`config.mk`:
```
export PLATFORM = sky130hd
export DESIGN_NAME = nns_axis_cell
export DESIGN_NICKNAME = d
export VERILOG_FILES = /design/src/nns_pkg.sv /design/src/nns_axis_cell.sv
export SDC_FILE = /design/constraint.sdc
export NUM_CORES = 1
export LEC_CHECK = 0
export ABC_AREA = 1
export BUFFER_PORTS_ARGS = -buffer_cell sky130_fd_sc_hd__buf_4
export CAP_MARGIN = 20
export CORE_MARGIN = 2
export CORE_UTILIZATION = 51
export DETAILED_ROUTE_END_ITERATION = 10
export HOLD_SLACK_MARGIN = 0.03
export PLACE_DENSITY = 0.69
export SYNTH_ARGS = -nofsm -noshare
export SYNTH_HDL_FRONTEND = slang
export SYNTH_SLANG_ARGS = --single-unit
```
`constraint.sdc`:
```
create_clock -name clk -period 7.9 [get_ports clk]
set_input_delay 0.395 -clock clk [delete_from_list [all_inputs] [get_ports clk]]
set_output_delay 0.395 -clock clk [all_outputs]
set_load 0.01 [all_outputs]
```
`src/nns_pkg.sv`:
```
`default_nettype none

package nns_pkg;

  // Default number of node slots.
  localparam int NODES_DEF = 1024;

  // Planar search: one cell in the chain for each axis.
  localparam int AXES = 2;

  // Field widths of the streams and the register.
  localparam int COORD_W   = 16;
  localparam int INDEX_W   = 10;
  localparam int COUNT_W   = 11;
  localparam int SQ_W      = 2 * COORD_W;
  localparam int DIST_W    = SQ_W + 2;
  // Wide enough to hold any slot count up to 65536.
  localparam int CNT_EXT_W = 17;

  // Stream packing.
  localparam int S_TDATA_W = 48;
  localparam int M_TDATA_W = 48;

  // Configuration port.
  localparam int APB_ADDR_W = 3;
  localparam int APB_DATA_W = 32;
  localparam logic REG_NODE_COUNT = 1'b0;
  localparam logic [COUNT_W-1:0] NODE_COUNT_RESET = 11'd1024;

  // Item kinds carried on tuser.
  localparam logic KIND_LOAD  = 1'b0;
  localparam logic KIND_QUERY = 1'b1;

  typedef logic signed [COORD_W-1:0] coord_t;
  typedef coord_t [AXES-1:0] coord_vec_t;
  typedef logic [DIST_W-1:0] dist_t;

  // Control travelling alongside each node through the cell chain.
  typedef struct packed {
    logic valid;
    logic last;
  } beat_ctrl_t;

  typedef enum logic [1:0] {
    ST_IDLE,
    ST_SCAN,
    ST_DRAIN,
    ST_FINISH
  } state_t;

endpackage

`default_nettype wire

```
`src/nns_axis_cell.sv`:
```
`default_nettype none

// One cell of the distance chain. It takes the lowest coordinate of the incoming
// vector, adds the square of its distance to the target on that axis to the
// running sum, and hands the remaining coordinates on shifted down by one.
// Three register stages: magnitude, square, accumulate.
module nns_axis_cell #(
  parameter int IDX_W = $clog2(nns_pkg::NODES_DEF)
) (
  input  wire                   clk,
  input  wire                   rst,
  input  nns_pkg::beat_ctrl_t   in_ctrl,
  input  wire  [IDX_W-1:0]      in_idx,
  input  nns_pkg::coord_vec_t   in_coord,
  input  nns_pkg::dist_t        in_sum,
  input  nns_pkg::coord_t       target,
  output nns_pkg::beat_ctrl_t   out_ctrl,
  output logic [IDX_W-1:0]      out_idx,
  output nns_pkg::coord_vec_t   out_coord,
  output nns_pkg::dist_t        out_sum
);

  localparam int CW = nns_pkg::COORD_W;

  logic signed [CW:0]     diff;
  logic        [CW:0]     mag_full;
  nns_pkg::coord_vec_t    shifted;

  nns_pkg::beat_ctrl_t    s1_ctrl;
  logic [IDX_W-1:0]       s1_idx;
  nns_pkg::coord_vec_t    s1_coord;
  nns_pkg::dist_t         s1_sum;
  logic [CW-1:0]          s1_mag;

  nns_pkg::beat_ctrl_t    s2_ctrl;
  logic [IDX_W-1:0]       s2_idx;
  nns_pkg::coord_vec_t    s2_coord;
  nns_pkg::dist_t         s2_sum;
  logic [nns_pkg::SQ_W-1:0] s2_sq;

  always_comb begin
    diff     = {target[CW-1], target} - {in_coord[0][CW-1], in_coord[0]};
    mag_full = diff[CW] ? (~diff + 1'b1) : diff;
    for (int j = 0; j < nns_pkg::AXES - 1; j++) begin
      shifted[j] = in_coord[j + 1];
    end
    shifted[nns_pkg::AXES - 1] = '0;
  end

  // Valid flags are cleared by reset; payload is not.
  always_ff @(posedge clk) begin
    if (rst) begin
      s1_ctrl  <= '0;
      s2_ctrl  <= '0;
      out_ctrl <= '0;
    end else begin
      s1_ctrl  <= in_ctrl;
      s2_ctrl  <= s1_ctrl;
      out_ctrl <= s2_ctrl;
    end
  end

  always_ff @(posedge clk) begin
    s1_idx    <= in_idx;
    s1_coord  <= shifted;
    s1_sum    <= in_sum;
    s1_mag    <= mag_full[CW-1:0];

    s2_idx    <= s1_idx;
    s2_coord  <= s1_coord;
    s2_sum    <= s1_sum;
    s2_sq     <= s1_mag * s1_mag;

    out_idx   <= s2_idx;
    out_coord <= s2_coord;
    out_sum   <= s2_sum + nns_pkg::DIST_W'(s2_sq);
  end

endmodule

`default_nettype wire

```
## Word-level counts from Yosys, hierarchy flattened

Index checks and enable logic that the tools add are counted.
W data, S select, Z words.

| word-level totals | value |
|---|---|
| register bits | 234 |
| input port bits | 96 |
| output and inout port bits | 78 |
| word-level logic and storage cells | 23 |

| operators by class | value |
|---|---|
| add/sub/neg operators | 3 |
| multiply operators | 1 |
| muxes and demuxes | 1 |
| bitwise gates (word level) | 1 |

Operator list:

| kind | count |
|---|---|
| $add A34 B32 Y34 | 1 |
| $mul A16 B16 Y32 | 1 |
| $sub A16 B16 Y17 | 1 |
| $add A16 B1 Y16 const B | 1 |
| $mux W16 | 1 |
| $not A16 Y16 | 1 |

## Logic depth before layout (Yosys ltp)

Gate-level depths: netlist of run 1.

| depth | value |
|---|---|
| word-level depth | 4 |
| mapped depth | 26 |
| mapped depth without buffers | 25 |

## Least setup slack after synthesis of run 1

OpenSTA, ideal clock, no wires.

| timing | value |
|---|---|
| path kind | register to register |
| from | register s1_mag[4] |
| to | register s2_sq[31] (netlist name) |
| library setup time | 72 ps |
| arrival | 5,424 ps |
| data required time | 7,828 ps |
| slack | 2,404 ps |
| cell stages (with the launch flop) | 23 |
| buffers on the path | 2 |
| cells stage by stage | dfxtp_1 > clkbuf_1 > clkbuf_1 > nand2_1 > fa_1 > inv_1 > fa_1 > fa_1 > fa_1 > fa_1 > inv_1 > fa_1 > inv_1 > ha_1 > nand2_1 > inv_1 > nand2_1 > nor3_1 > nand4_1 > nand3_1 > nand3_1 > nand2_1 > xor2_1 |

| between the ends | value |
|---|---|
| word-level cells in the longest chain between the ends | 1 |

Ends and longest elaborated chain:

| what | RTL line | RTL |
|---|---|---|
| from (decl) | nns_axis_cell.sv:33 | `logic [CW-1:0] s1_mag;` |
| from (signal assigned) | nns_axis_cell.sv:67 | `s1_mag <= mag_full[CW-1:0];` |
| $mul A16 B16 Y32 | nns_axis_cell.sv:72 | `s2_sq <= s1_mag * s1_mag;` |
| to (signal assigned) | nns_axis_cell.sv:72 |  |
| to (decl) | nns_axis_cell.sv:39 | `logic [nns_pkg::SQ_W-1:0] s2_sq;` |

Every way passes these cells.
A chain may end at the register's enable or synchronous reset.

## Worst setup path in the final report of run 1

| timing | value |
|---|---|
| from | register s1_mag[2] |
| to | register s2_sq[31] (netlist name) |

Same word-level chain as after synthesis.

==> results of run 1 <==
## layout by cell type, fill, tap and decap left out, types with 3 or more instances in the layout
| cell | synthesis | layout |
|---|---|---|
| a211oi_1 | 3 | 3 |
| a21boi_0 | 4 | 4 |
| a21o_1 | 6 | 6 |
| a21oi_1 | 89 | 89 |
| a31oi_1 | 7 | 7 |
| buf_4 | 16 | 157 |
| clkbuf_16 | 0 | 23 |
| clkbuf_8 | 0 | 4 |
| clkinv_2 | 0 | 5 |
| clkinvlp_4 | 0 | 3 |
| conb_1 | 1 | 16 |
| dfxtp_1 | 233 | 233 |
| dlygate4sd3_1 | 0 | 61 |
| fa_1 | 164 | 164 |
| ha_1 | 151 | 151 |
| inv_1 | 409 | 409 |
| nand2_1 | 366 | 366 |
| nand2_2 | 20 | 20 |
| nand3_1 | 51 | 51 |
| nand3_2 | 6 | 6 |
| nand4_1 | 17 | 17 |
| nor2_1 | 86 | 86 |
| nor2_2 | 7 | 7 |
| nor3_1 | 16 | 16 |
| o21ai_0 | 41 | 41 |
| o21ai_1 | 7 | 7 |
| o21bai_1 | 9 | 9 |
| or2_2 | 4 | 4 |
| xnor2_1 | 27 | 27 |
| xor2_1 | 52 | 52 |
## area by class of cell
type | instances | area [um^2]
Clock buffer | 28 | 634
Clock inverter | 13 | 124
Fill cell | 2643 | 11900
Inverter | 411 | 1540
Multi-Input combinational cell | 1167 | 9370
Sequential cell | 233 | 4660
Tap cell | 396 | 495
Timing Repair Buffer | 218 | 1790
## sequential cells by signal, indices dropped and copies added, names as in the netlist
name       count
s2_idx        10
s2_sum        34
s1_ctrl        2
s1_idx        10
s1_sum        34
out_idx       10
s1_coord      16
s2_sq         31
s2_coord      16
out_coord     16
s2_ctrl        2
out_ctrl       2
s1_mag        16
out_sum       34
## synthesized netlist by cell type
library cell,count
a211oi_1,3
a21boi_0,4
a21o_1,6
a21oi_1,89
a21oi_2,2
a31o_2,1
a31oi_1,7
and2_1,2
buf_12,1
buf_2,1
buf_4,16
clkbuf_1,31
conb_1,1
dfxtp_1,233
fa_1,164
ha_1,151
inv_1,409
inv_2,2
mux2_2,1
nand2_1,366
nand2_2,20
nand2_4,2
nand3_1,51
nand3_2,6
nand3b_1,2
nand4_1,17
nor2_1,86
nor2_2,7
nor3_1,16
nor4_1,1
o2111ai_1,1
o211ai_1,2
o21ai_0,41
o21ai_1,7
o21ai_2,2
o21bai_1,9
o31a_1,1
or2_2,4
xnor2_1,27
xnor2_2,1
xor2_1,52
## how the worst max path moves through the flow
stage          startpoint        end  slack, ns  depth (start not counted)
3_3_place_gp    s1_mag[1]  s2_sq[31]       1.79                         20
3_5_place_dp    s1_mag[4]  s2_sq[31]       1.74                         20
2_1_floorplan   s1_mag[4]  s2_sq[31]       2.40                         22
6_report        s1_mag[2]  s2_sq[31]       1.71                         20
5_1_grt         s1_mag[1]  s2_sq[31]       1.37                         20
4_1_cts         s1_mag[2]  s2_sq[31]       1.69                         20
## timing repair
action                                  in CTS  in global routing
hold buffers                                60                  1
hold endpoints to repair                    60                  1
endpoints found under the setup margin       0                  0
## worst max-delay path: cells and delay by family, from the launching register on
| kind | cells | cell delay [ns] |
|---|---|---|
| buffers and inverters | 4 | 0.27 |
| and+or+nand+nor | 8 | 1.31 |
| xor gates and xnor gates | 1 | 0.13 |
| adders and majority gates | 7 | 3.57 |
| DFF | 1 | 0.81 |
## layer usage
| metal | global-route usage (%) | share of wire (%) | up-vias |
|---|---|---|---|
| met1 | 26.8 | 42 | 5597 |
| met4 | 6.02 | 2.9 | 0 |
| met5 | 0 | 0 | - |
| li1 | - | - | 5994 |
| met2 | 40.6 | 50 | 315 |
| met3 | 2.80 | 5.0 | 77 |
## cell families (layout without fill, tap and decap cells)
logic type | after synthesis | in the layout
buf+inv | 460 | 670
simple gates | 580 | 580
flops | 233 | 233
compound gates | 175 | 175
mux | 1 | 1
xor+xnor | 80 | 80
other cells | 1 | 16
fa+ha+maj | 315 | 315
## through the flow
step                      util (%)  std cells
after floorplan                  -       1860
after global placement        56.5       2364
after detailed placement      56.5       2364
after CTS                     61.0       2465
after global routing          61.0       2466
final                         61.0       2466
==> run_results.csv, run 1 <==
group,metric,value,unit
finish,design_area,18600,um^2
synth,synth_area_leader_cell,"dfxtp_1",
placement,hpwl,28400,um
worst_setup_path,slowest_delay,0.81,ns
synth,synthTopCellsByArea,"dfxtp_1 (30%), fa_1 (21%), ha_1 (12%)",
global_route,grt_max_degree,19,
synth,avgSynthCellArea,8.55,um^2
worst_setup_path,arrival,6.63,ns
cts,tritoncts,"yes",
cts,ctsHtreeMaxLevel,1,
placement,place_area,17300,um^2
synth,synth_mux_area_share,0.0713,%
min_path,min_path_type,"primary input to flop",
worst_setup_path,rr_worst_depth,20,
synth,yosys.area.top_type_share,29.6,%
finish,area_growth,18.0,%
job,cap_violations,0,
floorplan,ios,174,
worst_setup_path,required,8.34,ns
placement,place_congestion,0.920,
finish,n_antenna_cell,0,
worst_setup_path,r2r_start,"s1_mag[2]",
worst_setup_path,worstSetupPathType,"flop to flop",
synth,synth_cells,1845,
synth,synth_warnings,0,
global_route,grt_pass1_vias,12661,
synth,synth_top_family_by_area,"adder cells",
detailed_routing,wl_per_cell,14.1,um
worst_setup_path,path_cells,"nand2_1 -> fa_1 -> inv_1 -> fa_1 -> fa_1 -> fa_1 -> fa_1 -> inv_1 -> fa_1 -> inv_1 -> ha_1 -> nand2_1 -> inv_1 -> nand2_1 -> nor3_1 -> nand4_1 -> nand3_1 -> nand3_1 -> nand2_1 -> xor2_1",
worst_setup_path,critPathSlowestCell,"dfxtp_1",
min_path,hold_path_depth,3,
detailed_routing,drc,0,
sta,finalMaxSlewViolations,0,
sta,fmax,0.162,GHz
synth,synthSimpleGateAreaFrac,15.5,%
min_path,holdPathEnd,"s1_ctrl[1]",
cts,cts-resized-gates,0,
cts,path_clk_slew,0.06,ns
synth,synth_fa_ha_area_share,32.8,%
detailed_routing,dr.pass1.iters,5,
sta,hold_slack,0.0722,ns
sta,finalSetupTns,0,ns
floorplan,core,30500,um^2
worst_setup_path,reg2reg_setup_slack,1.71,ns
worst_setup_path,endpoint_kind,"flop",
sta,skew,0.0212,ns
cts,numClockSinks,233,
detailed_routing,via_count,11983,
worst_setup_path,crit_fanout,18,
cts,cts_buffer_depth,3,
cts,cts-root-buf,"clkbuf_16",
min_path,min-delay-start,"in_ctrl[1]",
cts,cts_made_buffers,23,
worst_setup_path,timing.rr.end,"s2_sq[31]",
cts,insertion_delay,0.53,ns
sta,grt_setup_unrepaired,"no",
floorplan,die_area,32400,um^2
detailed_routing,drtIter0Drc,733,
detailed_routing,ant_nets,0,
floorplan,start_util,51.7,%
sta,maxSlewHeadroom,49.2,%
sta,worstMarginPinSlew,0.761,ns
floorplan,die_w,180,um
worst_setup_path,worst_setup_path_start_kind,"flop",
finish,drive_above_1_share,11.8,%
synth,synth_compound_area_share,6.15,%
status,status,"finished, final reports clean",
sta,finalHoldViolations,0,
detailed_routing,wl,34700,um
detailed_routing,via_per_inst,4.86,
finish,final_nets,2465,
synth,syn-cell-area,15800,um^2
synth,yosysSeqAreaShare,29.6,%
sta,fin_crit_sh,78.3,%
synth,synth_seq_cells,233,
cts,cts_setup_buffers,0,
sta,setup_ws,1.71,ns
synth,synthXorXnorAreaFrac,4.49,%
worst_setup_path,path_common_cell,"fa_1",
sta,finalSetupViolCount,0,
global_route,grt_overflow,0,
synth,synth_cell_types,41,
placement,port_buffers,157,
floorplan,rows,64,
floorplan,dieHeight,180,um
placement,post-place-ws,1.74,ns
global_route,groute.usage.overall,22.0,%
sta,min_period,6.19,ns
global_route,grt_pass1_wl,59000,um
global_route,antenna_found_initial,0,
Power of run 1 is not shown: default switching activity piles up to over one toggle a cycle in this logic, so the estimate is an artifact.
==> inputs of run 2 (changes only) <==
==> constraint.sdc (replaced) <==
create_clock -name clk -period 5.7 [get_ports clk]
set_input_delay 0.285 -clock clk [delete_from_list [all_inputs] [get_ports clk]]
set_output_delay 0.285 -clock clk [all_outputs]
set_load 0.01 [all_outputs]
==> run_results.csv, run 2 (same netlist as run 1, synthesis figures left out) <==
group,metric,value,unit
min_path,holdPathEnd,"s1_mag[0]",
finish,final_core_utilization,62.0,%
worst_setup_path,r2r_start,"s1_mag[10]",
placement,post-place-ws,-0.0487,ns
job,cap_violations,0,
sta,maxSlewHeadroom,61.4,%
worst_setup_path,worstSetupPathType,"flop to flop",
global_route,antenna_found_initial,0,
min_path,min_path_type,"primary input to flop",
cts,insertion_delay,0.53,ns
finish,final_nets,2492,
finish,area_growth,19.9,%
detailed_routing,wl_per_cell,14.1,um
cts,cts_buffer_depth,3,
placement,hpwl,29200,um
sta,finalHoldViolations,0,
status,status,"finished, final reports clean",
detailed_routing,ant_nets,0,
placement,port_buffers,157,
detailed_routing,wl,35100,um
floorplan,die_area,32400,um^2
worst_setup_path,crit_fanout,11,
cts,cts_made_buffers,24,
finish,n_antenna_cell,0,
min_path,hold_path_depth,3,
floorplan,die_w,180,um
worst_setup_path,endpoint_kind,"flop",
sta,skew,0.0132,ns
cts,tritoncts,"yes",
global_route,grt_pass1_vias,12603,
floorplan,ios,174,
worst_setup_path,timing.rr.end,"s2_sq[29]",
finish,mostFrequentLayoutCell,"inv_1",
sta,finalSetupViolCount,0,
sta,fmax,0.183,GHz
cts,cts_setup_buffers,0,
worst_setup_path,worst_setup_path_start_kind,"flop",
global_route,grt_overflow,0,
finish,final_cell_mix,"inv_1 (409), nand2_1 (366), dfxtp_1 (218)",
floorplan,rows,64,
worst_setup_path,reg2reg_setup_slack,0.24,ns
global_route,grt_pass1_wl,59200,um
worst_setup_path,rr_worst_depth,21,
sta,finalMaxSlewViolations,0,
floorplan,dieHeight,180,um
worst_setup_path,arrival,5.87,ns
global_route,grt_max_degree,17,
detailed_routing,dr.pass1.iters,5,
detailed_routing,via_per_inst,4.78,
cts,ctsHtreeMaxLevel,1,
min_path,min-delay-start,"in_coord[0]",
floorplan,core,30500,um^2
sta,min_period,5.46,ns
floorplan,start_util,51.7,%
sta,setup_ws,0.241,ns
worst_setup_path,required,6.11,ns
cts,path_clk_slew,0.06,ns
placement,place_congestion,0.912,
cts,cts-root-buf,"clkbuf_16",
sta,fin_crit_sh,95.8,%
global_route,groute.usage.overall,22.1,%
cts,numClockSinks,233,
detailed_routing,via_count,11910,
detailed_routing,drtIter0Drc,634,
sta,worstMarginPinSlew,0.575,ns
finish,drive_above_1_share,13.7,%
detailed_routing,drc,0,
finish,largestRegisters,"out_sum (34), s1_sum (34), s2_sum (34)",
## run 2: worst max path at each step
stage	cells after the start	end	slack [ns]	startpoint
3_5_place_dp	21	s2_sq[29]	-0.05	s1_mag[11]
5_1_grt	21	s2_sq[29]	-0.003	s1_mag[10]
2_1_floorplan	22	s2_sq[31]	0.20	s1_mag[4]
4_1_cts	21	s2_sq[29]	0.0008	s1_mag[9]
3_3_place_gp	21	s2_sq[29]	0.04	s1_mag[10]
6_report	21	s2_sq[29]	0.24	s1_mag[10]
## run 2: cell type report
class / instances / area [um^2]
clock inverter: 11 / 149
clock buffer: 31 / 647
multi-input combinational: 1167 / 9400
tap: 396 / 495
sequential: 233 / 4700
inverter: 411 / 1540
fill: 2640 / 11600
timing repair buffer: 244 / 1990
## run 2: worst max-delay path: stages (launching register included)
cell and delay (ns):
dfxtp_2 0.47, nand2_1 0.11, fa_1 0.54, inv_1 0.06
fa_1 0.46, fa_1 0.53, fa_1 0.52, fa_1 0.56
inv_1 0.06, fa_1 0.53, inv_1 0.04, ha_1 0.32
buf_4 0.15, nand2_1 0.11, inv_1 0.05, nand2_1 0.10
inv_1 0.05, a21oi_1 0.19, nand3_2 0.17, nand3_1 0.10
nand2_1 0.06, xor2_1 0.13
## run 2: metrics by stage
step	hold slack [ns]	TNS [ns]	instance area, um^2	cells
final	0.0795	0	18900	2493
after global routing	0.0758	-0.00313	18900	2493
after CTS	0.0585	0	18900	2493
after detailed placement	0.312	-0.0715	17400	2388
after global placement	0.310	0	17400	2388
after floorplan	0.310	0	15800	1860
## run 2: timing repair
action	in CTS	in global routing
hold buffers	63	0
resized for setup	6	25
endpoints found under the setup margin	2	18
hold endpoints to repair	66	0
pin swaps	0	0
## run 2: per-layer routing
| metal | track usage (%) | routed length [um] | vias to the layer above |
|---|---|---|---|
| met5 | 0 | 0 | - |
| met4 | 5.85 | 916 | 0 |
| met3 | 2.92 | 1500 | 69 |
| met2 | 41.2 | 17900 | 269 |
| met1 | 26.7 | 14800 | 5528 |
| li1 | - | - | 6044 |
Power of run 2 is left out for the same reason.
==> inputs of run 3 (changes only) <==
--- a/config.mk
+++ b/config.mk
@@ -8,6 +8,7 @@
 export ABC_AREA = 1
 export BUFFER_PORTS_ARGS = -buffer_cell sky130_fd_sc_hd__buf_4
 export CAP_MARGIN = 20
+export CORE_ASPECT_RATIO = 1.75
 export CORE_MARGIN = 2
 export CORE_UTILIZATION = 51
 export DETAILED_ROUTE_END_ITERATION = 10
==> run_results.csv, run 3 (same netlist as run 1, synthesis figures left out) <==
group,metric,value,unit
sta,worstMarginPinSlew,0.826,ns
cts,tritoncts,"yes",
floorplan,rows,85,
detailed_routing,dr.pass1.iters,5,
finish,final_cell_mix,"inv_1 (399), nand2_1 (352), buf_4 (234)",
sta,finalSetupViolCount,0,
finish,regArea,4700,um^2
cts,cts_buffer_depth,3,
detailed_routing,ant_nets,0,
detailed_routing,drtIter0Drc,440,
floorplan,die_area,32400,um^2
finish,mostFrequentLayoutCell,"inv_1",
min_path,min-delay-start,"in_coord[0]",
worst_setup_path,critPathSlowestCell,"fa_1",
cts,cts-root-buf,"clkbuf_16",
finish,area_growth,23.1,%
worst_setup_path,required,6.14,ns
global_route,antenna_found_initial,0,
worst_setup_path,timing.rr.end,"s2_sq[29]",
floorplan,dieHeight,237,um
finish,final_nets,2545,
job,cap_violations,0,
worst_setup_path,reg2reg_setup_slack,0.18,ns
detailed_routing,via_count,12445,
cts,path_clk_slew,0.06,ns
cts,cts_made_buffers,21,
placement,hpwl,32100,um
sta,fin_crit_sh,96.8,%
sta,hold_slack,0.134,ns
detailed_routing,drc,0,
worst_setup_path,crit_fanout,8,
sta,min_period,5.52,ns
global_route,groute.usage.overall,24.2,%
worst_setup_path,slowest_delay,0.55,ns
sta,maxSlewHeadroom,44.4,%
finish,fillers,2625,
worst_setup_path,path_cells,"nand2_2 -> fa_1 -> buf_4 -> fa_1 -> inv_1 -> fa_1 -> fa_1 -> fa_1 -> inv_1 -> fa_1 -> inv_1 -> ha_1 -> buf_4 -> buf_4 -> nand2_2 -> inv_1 -> nand2_1 -> nor3_2 -> nand4_1 -> nand3_2 -> nand3_1 -> nand2_1 -> xor2_1",
status,status,"finished, final reports clean",
global_route,grt_pass1_vias,13565,
cts,ctsHtreeMaxLevel,1,
detailed_routing,wl,38600,um
min_path,min_path_type,"primary input to flop",
worst_setup_path,r2r_start,"s1_mag[9]",
sta,finalHoldViolations,0,
min_path,hold_path_depth,3,
cts,numClockSinks,233,
cts,insertion_delay,0.52,ns
finish,n_antenna_cell,0,
worst_setup_path,path_common_cell,"fa_1",
global_route,grt_overflow,0,
worst_setup_path,arrival,5.96,ns
global_route,grt_pass1_wl,61400,um
placement,place_congestion,0.959,
floorplan,core,30600,um^2
finish,multiInputGateArea,9570,um^2
sta,finalMaxSlewViolations,0,
min_path,holdPathEnd,"s1_mag[0]",
detailed_routing,wl_per_cell,15.2,um
worst_setup_path,worstSetupPathType,"flop to flop",
worst_setup_path,worst_setup_path_start_kind,"flop",
floorplan,ios,174,
sta,fmax,0.181,GHz
finish,largestRegisters,"out_sum (34), s1_sum (34), s2_sum (34)",
detailed_routing,via_per_inst,4.90,
worst_setup_path,crit_start,"s1_mag[9]",
floorplan,start_util,51.5,%
floorplan,die_w,137,um
placement,port_buffers,157,
finish,drive_above_1_share,17.8,%
worst_setup_path,rr_worst_depth,23,
worst_setup_path,endpoint_kind,"flop",
global_route,grt_max_degree,19,
sta,skew,0.0177,ns
==> run 3: changes by cell type in the layout (fill, tap and decap cells not counted), sizes merged <==
cell | before | now
clkbuf | 31 | 24
bufinv | 2 | 1
inv | 414 | 415
clkinv | 4 | 5
buf | 181 | 237
==> run 3: cell type report <==
cell class,count,area share [%]
clock buffer,24,2.87
clock inverter,12,0.663
inverter,411,7.94
multi-input combinational,1167,49.3
sequential,233,24.2
tap,391,2.52
timing repair buffer,300,12.6
==> run 3: worst max-delay path: cells and delay by family, from the launching register on <==
family | cells | cell delay, ns
adder cells (fa/ha/maj) | 7 | 3.29
AND/OR/NAND/NOR | 8 | 1.00
buffers and inverters | 7 | 0.60
flip-flops | 1 | 0.42
XOR/XNOR | 1 | 0.13
==> run 3: routing by layer <==
metal	track usage [%]	wire, um	vias to the layer above
met4	12.2	2100	0
met5	0	0	-
met3	1.91	1260	118
met1	21.0	12600	5864
li1	-	-	6137
met2	51.3	22700	326
==> run 3: worst max path at each step <==
stage | end | slack (ns) | cells after the start
finish | s2_sq[29] | 0.18 | 23
global route | s2_sq[29] | -0.02 | 23
CTS | s2_sq[29] | -0.02 | 23
detailed placement | s2_sq[31] | -0.42 | 22
global placement | s2_sq[31] | -0.33 | 22
floorplan | s2_sq[31] | 0.20 | 22
==> run 3: per-stage QoR <==
step | worst slack, ns | area, um^2 | util [%] | cells | setup TNS (ns)
2_1_floorplan | 0.204 | 15800 | - | 1860 | 0
3_3_place_gp | -0.327 | 17800 | 58.3 | 2435 | -0.820
3_5_place_dp | -0.419 | 17800 | 58.3 | 2435 | -1.39
4_1_cts | -0.0233 | 19200 | 62.7 | 2534 | -0.0618
5_1_grt | -0.0232 | 19400 | 63.4 | 2538 | -0.0234
6_report | 0.183 | 19400 | 63.4 | 2538 | 0
==> run 3: timing repair <==
| item | CTS | global route |
|---|---|---|
| hold buffers | 63 | 0 |
| gates resized for setup | 11 | 67 |
| hold endpoints to repair | 66 | 0 |
| setup buffers | 0 | 5 |
| setup endpoints to repair | 10 | 12 |
| pin swaps | 2 | 46 |
Power of run 3 is left out for the same reason.
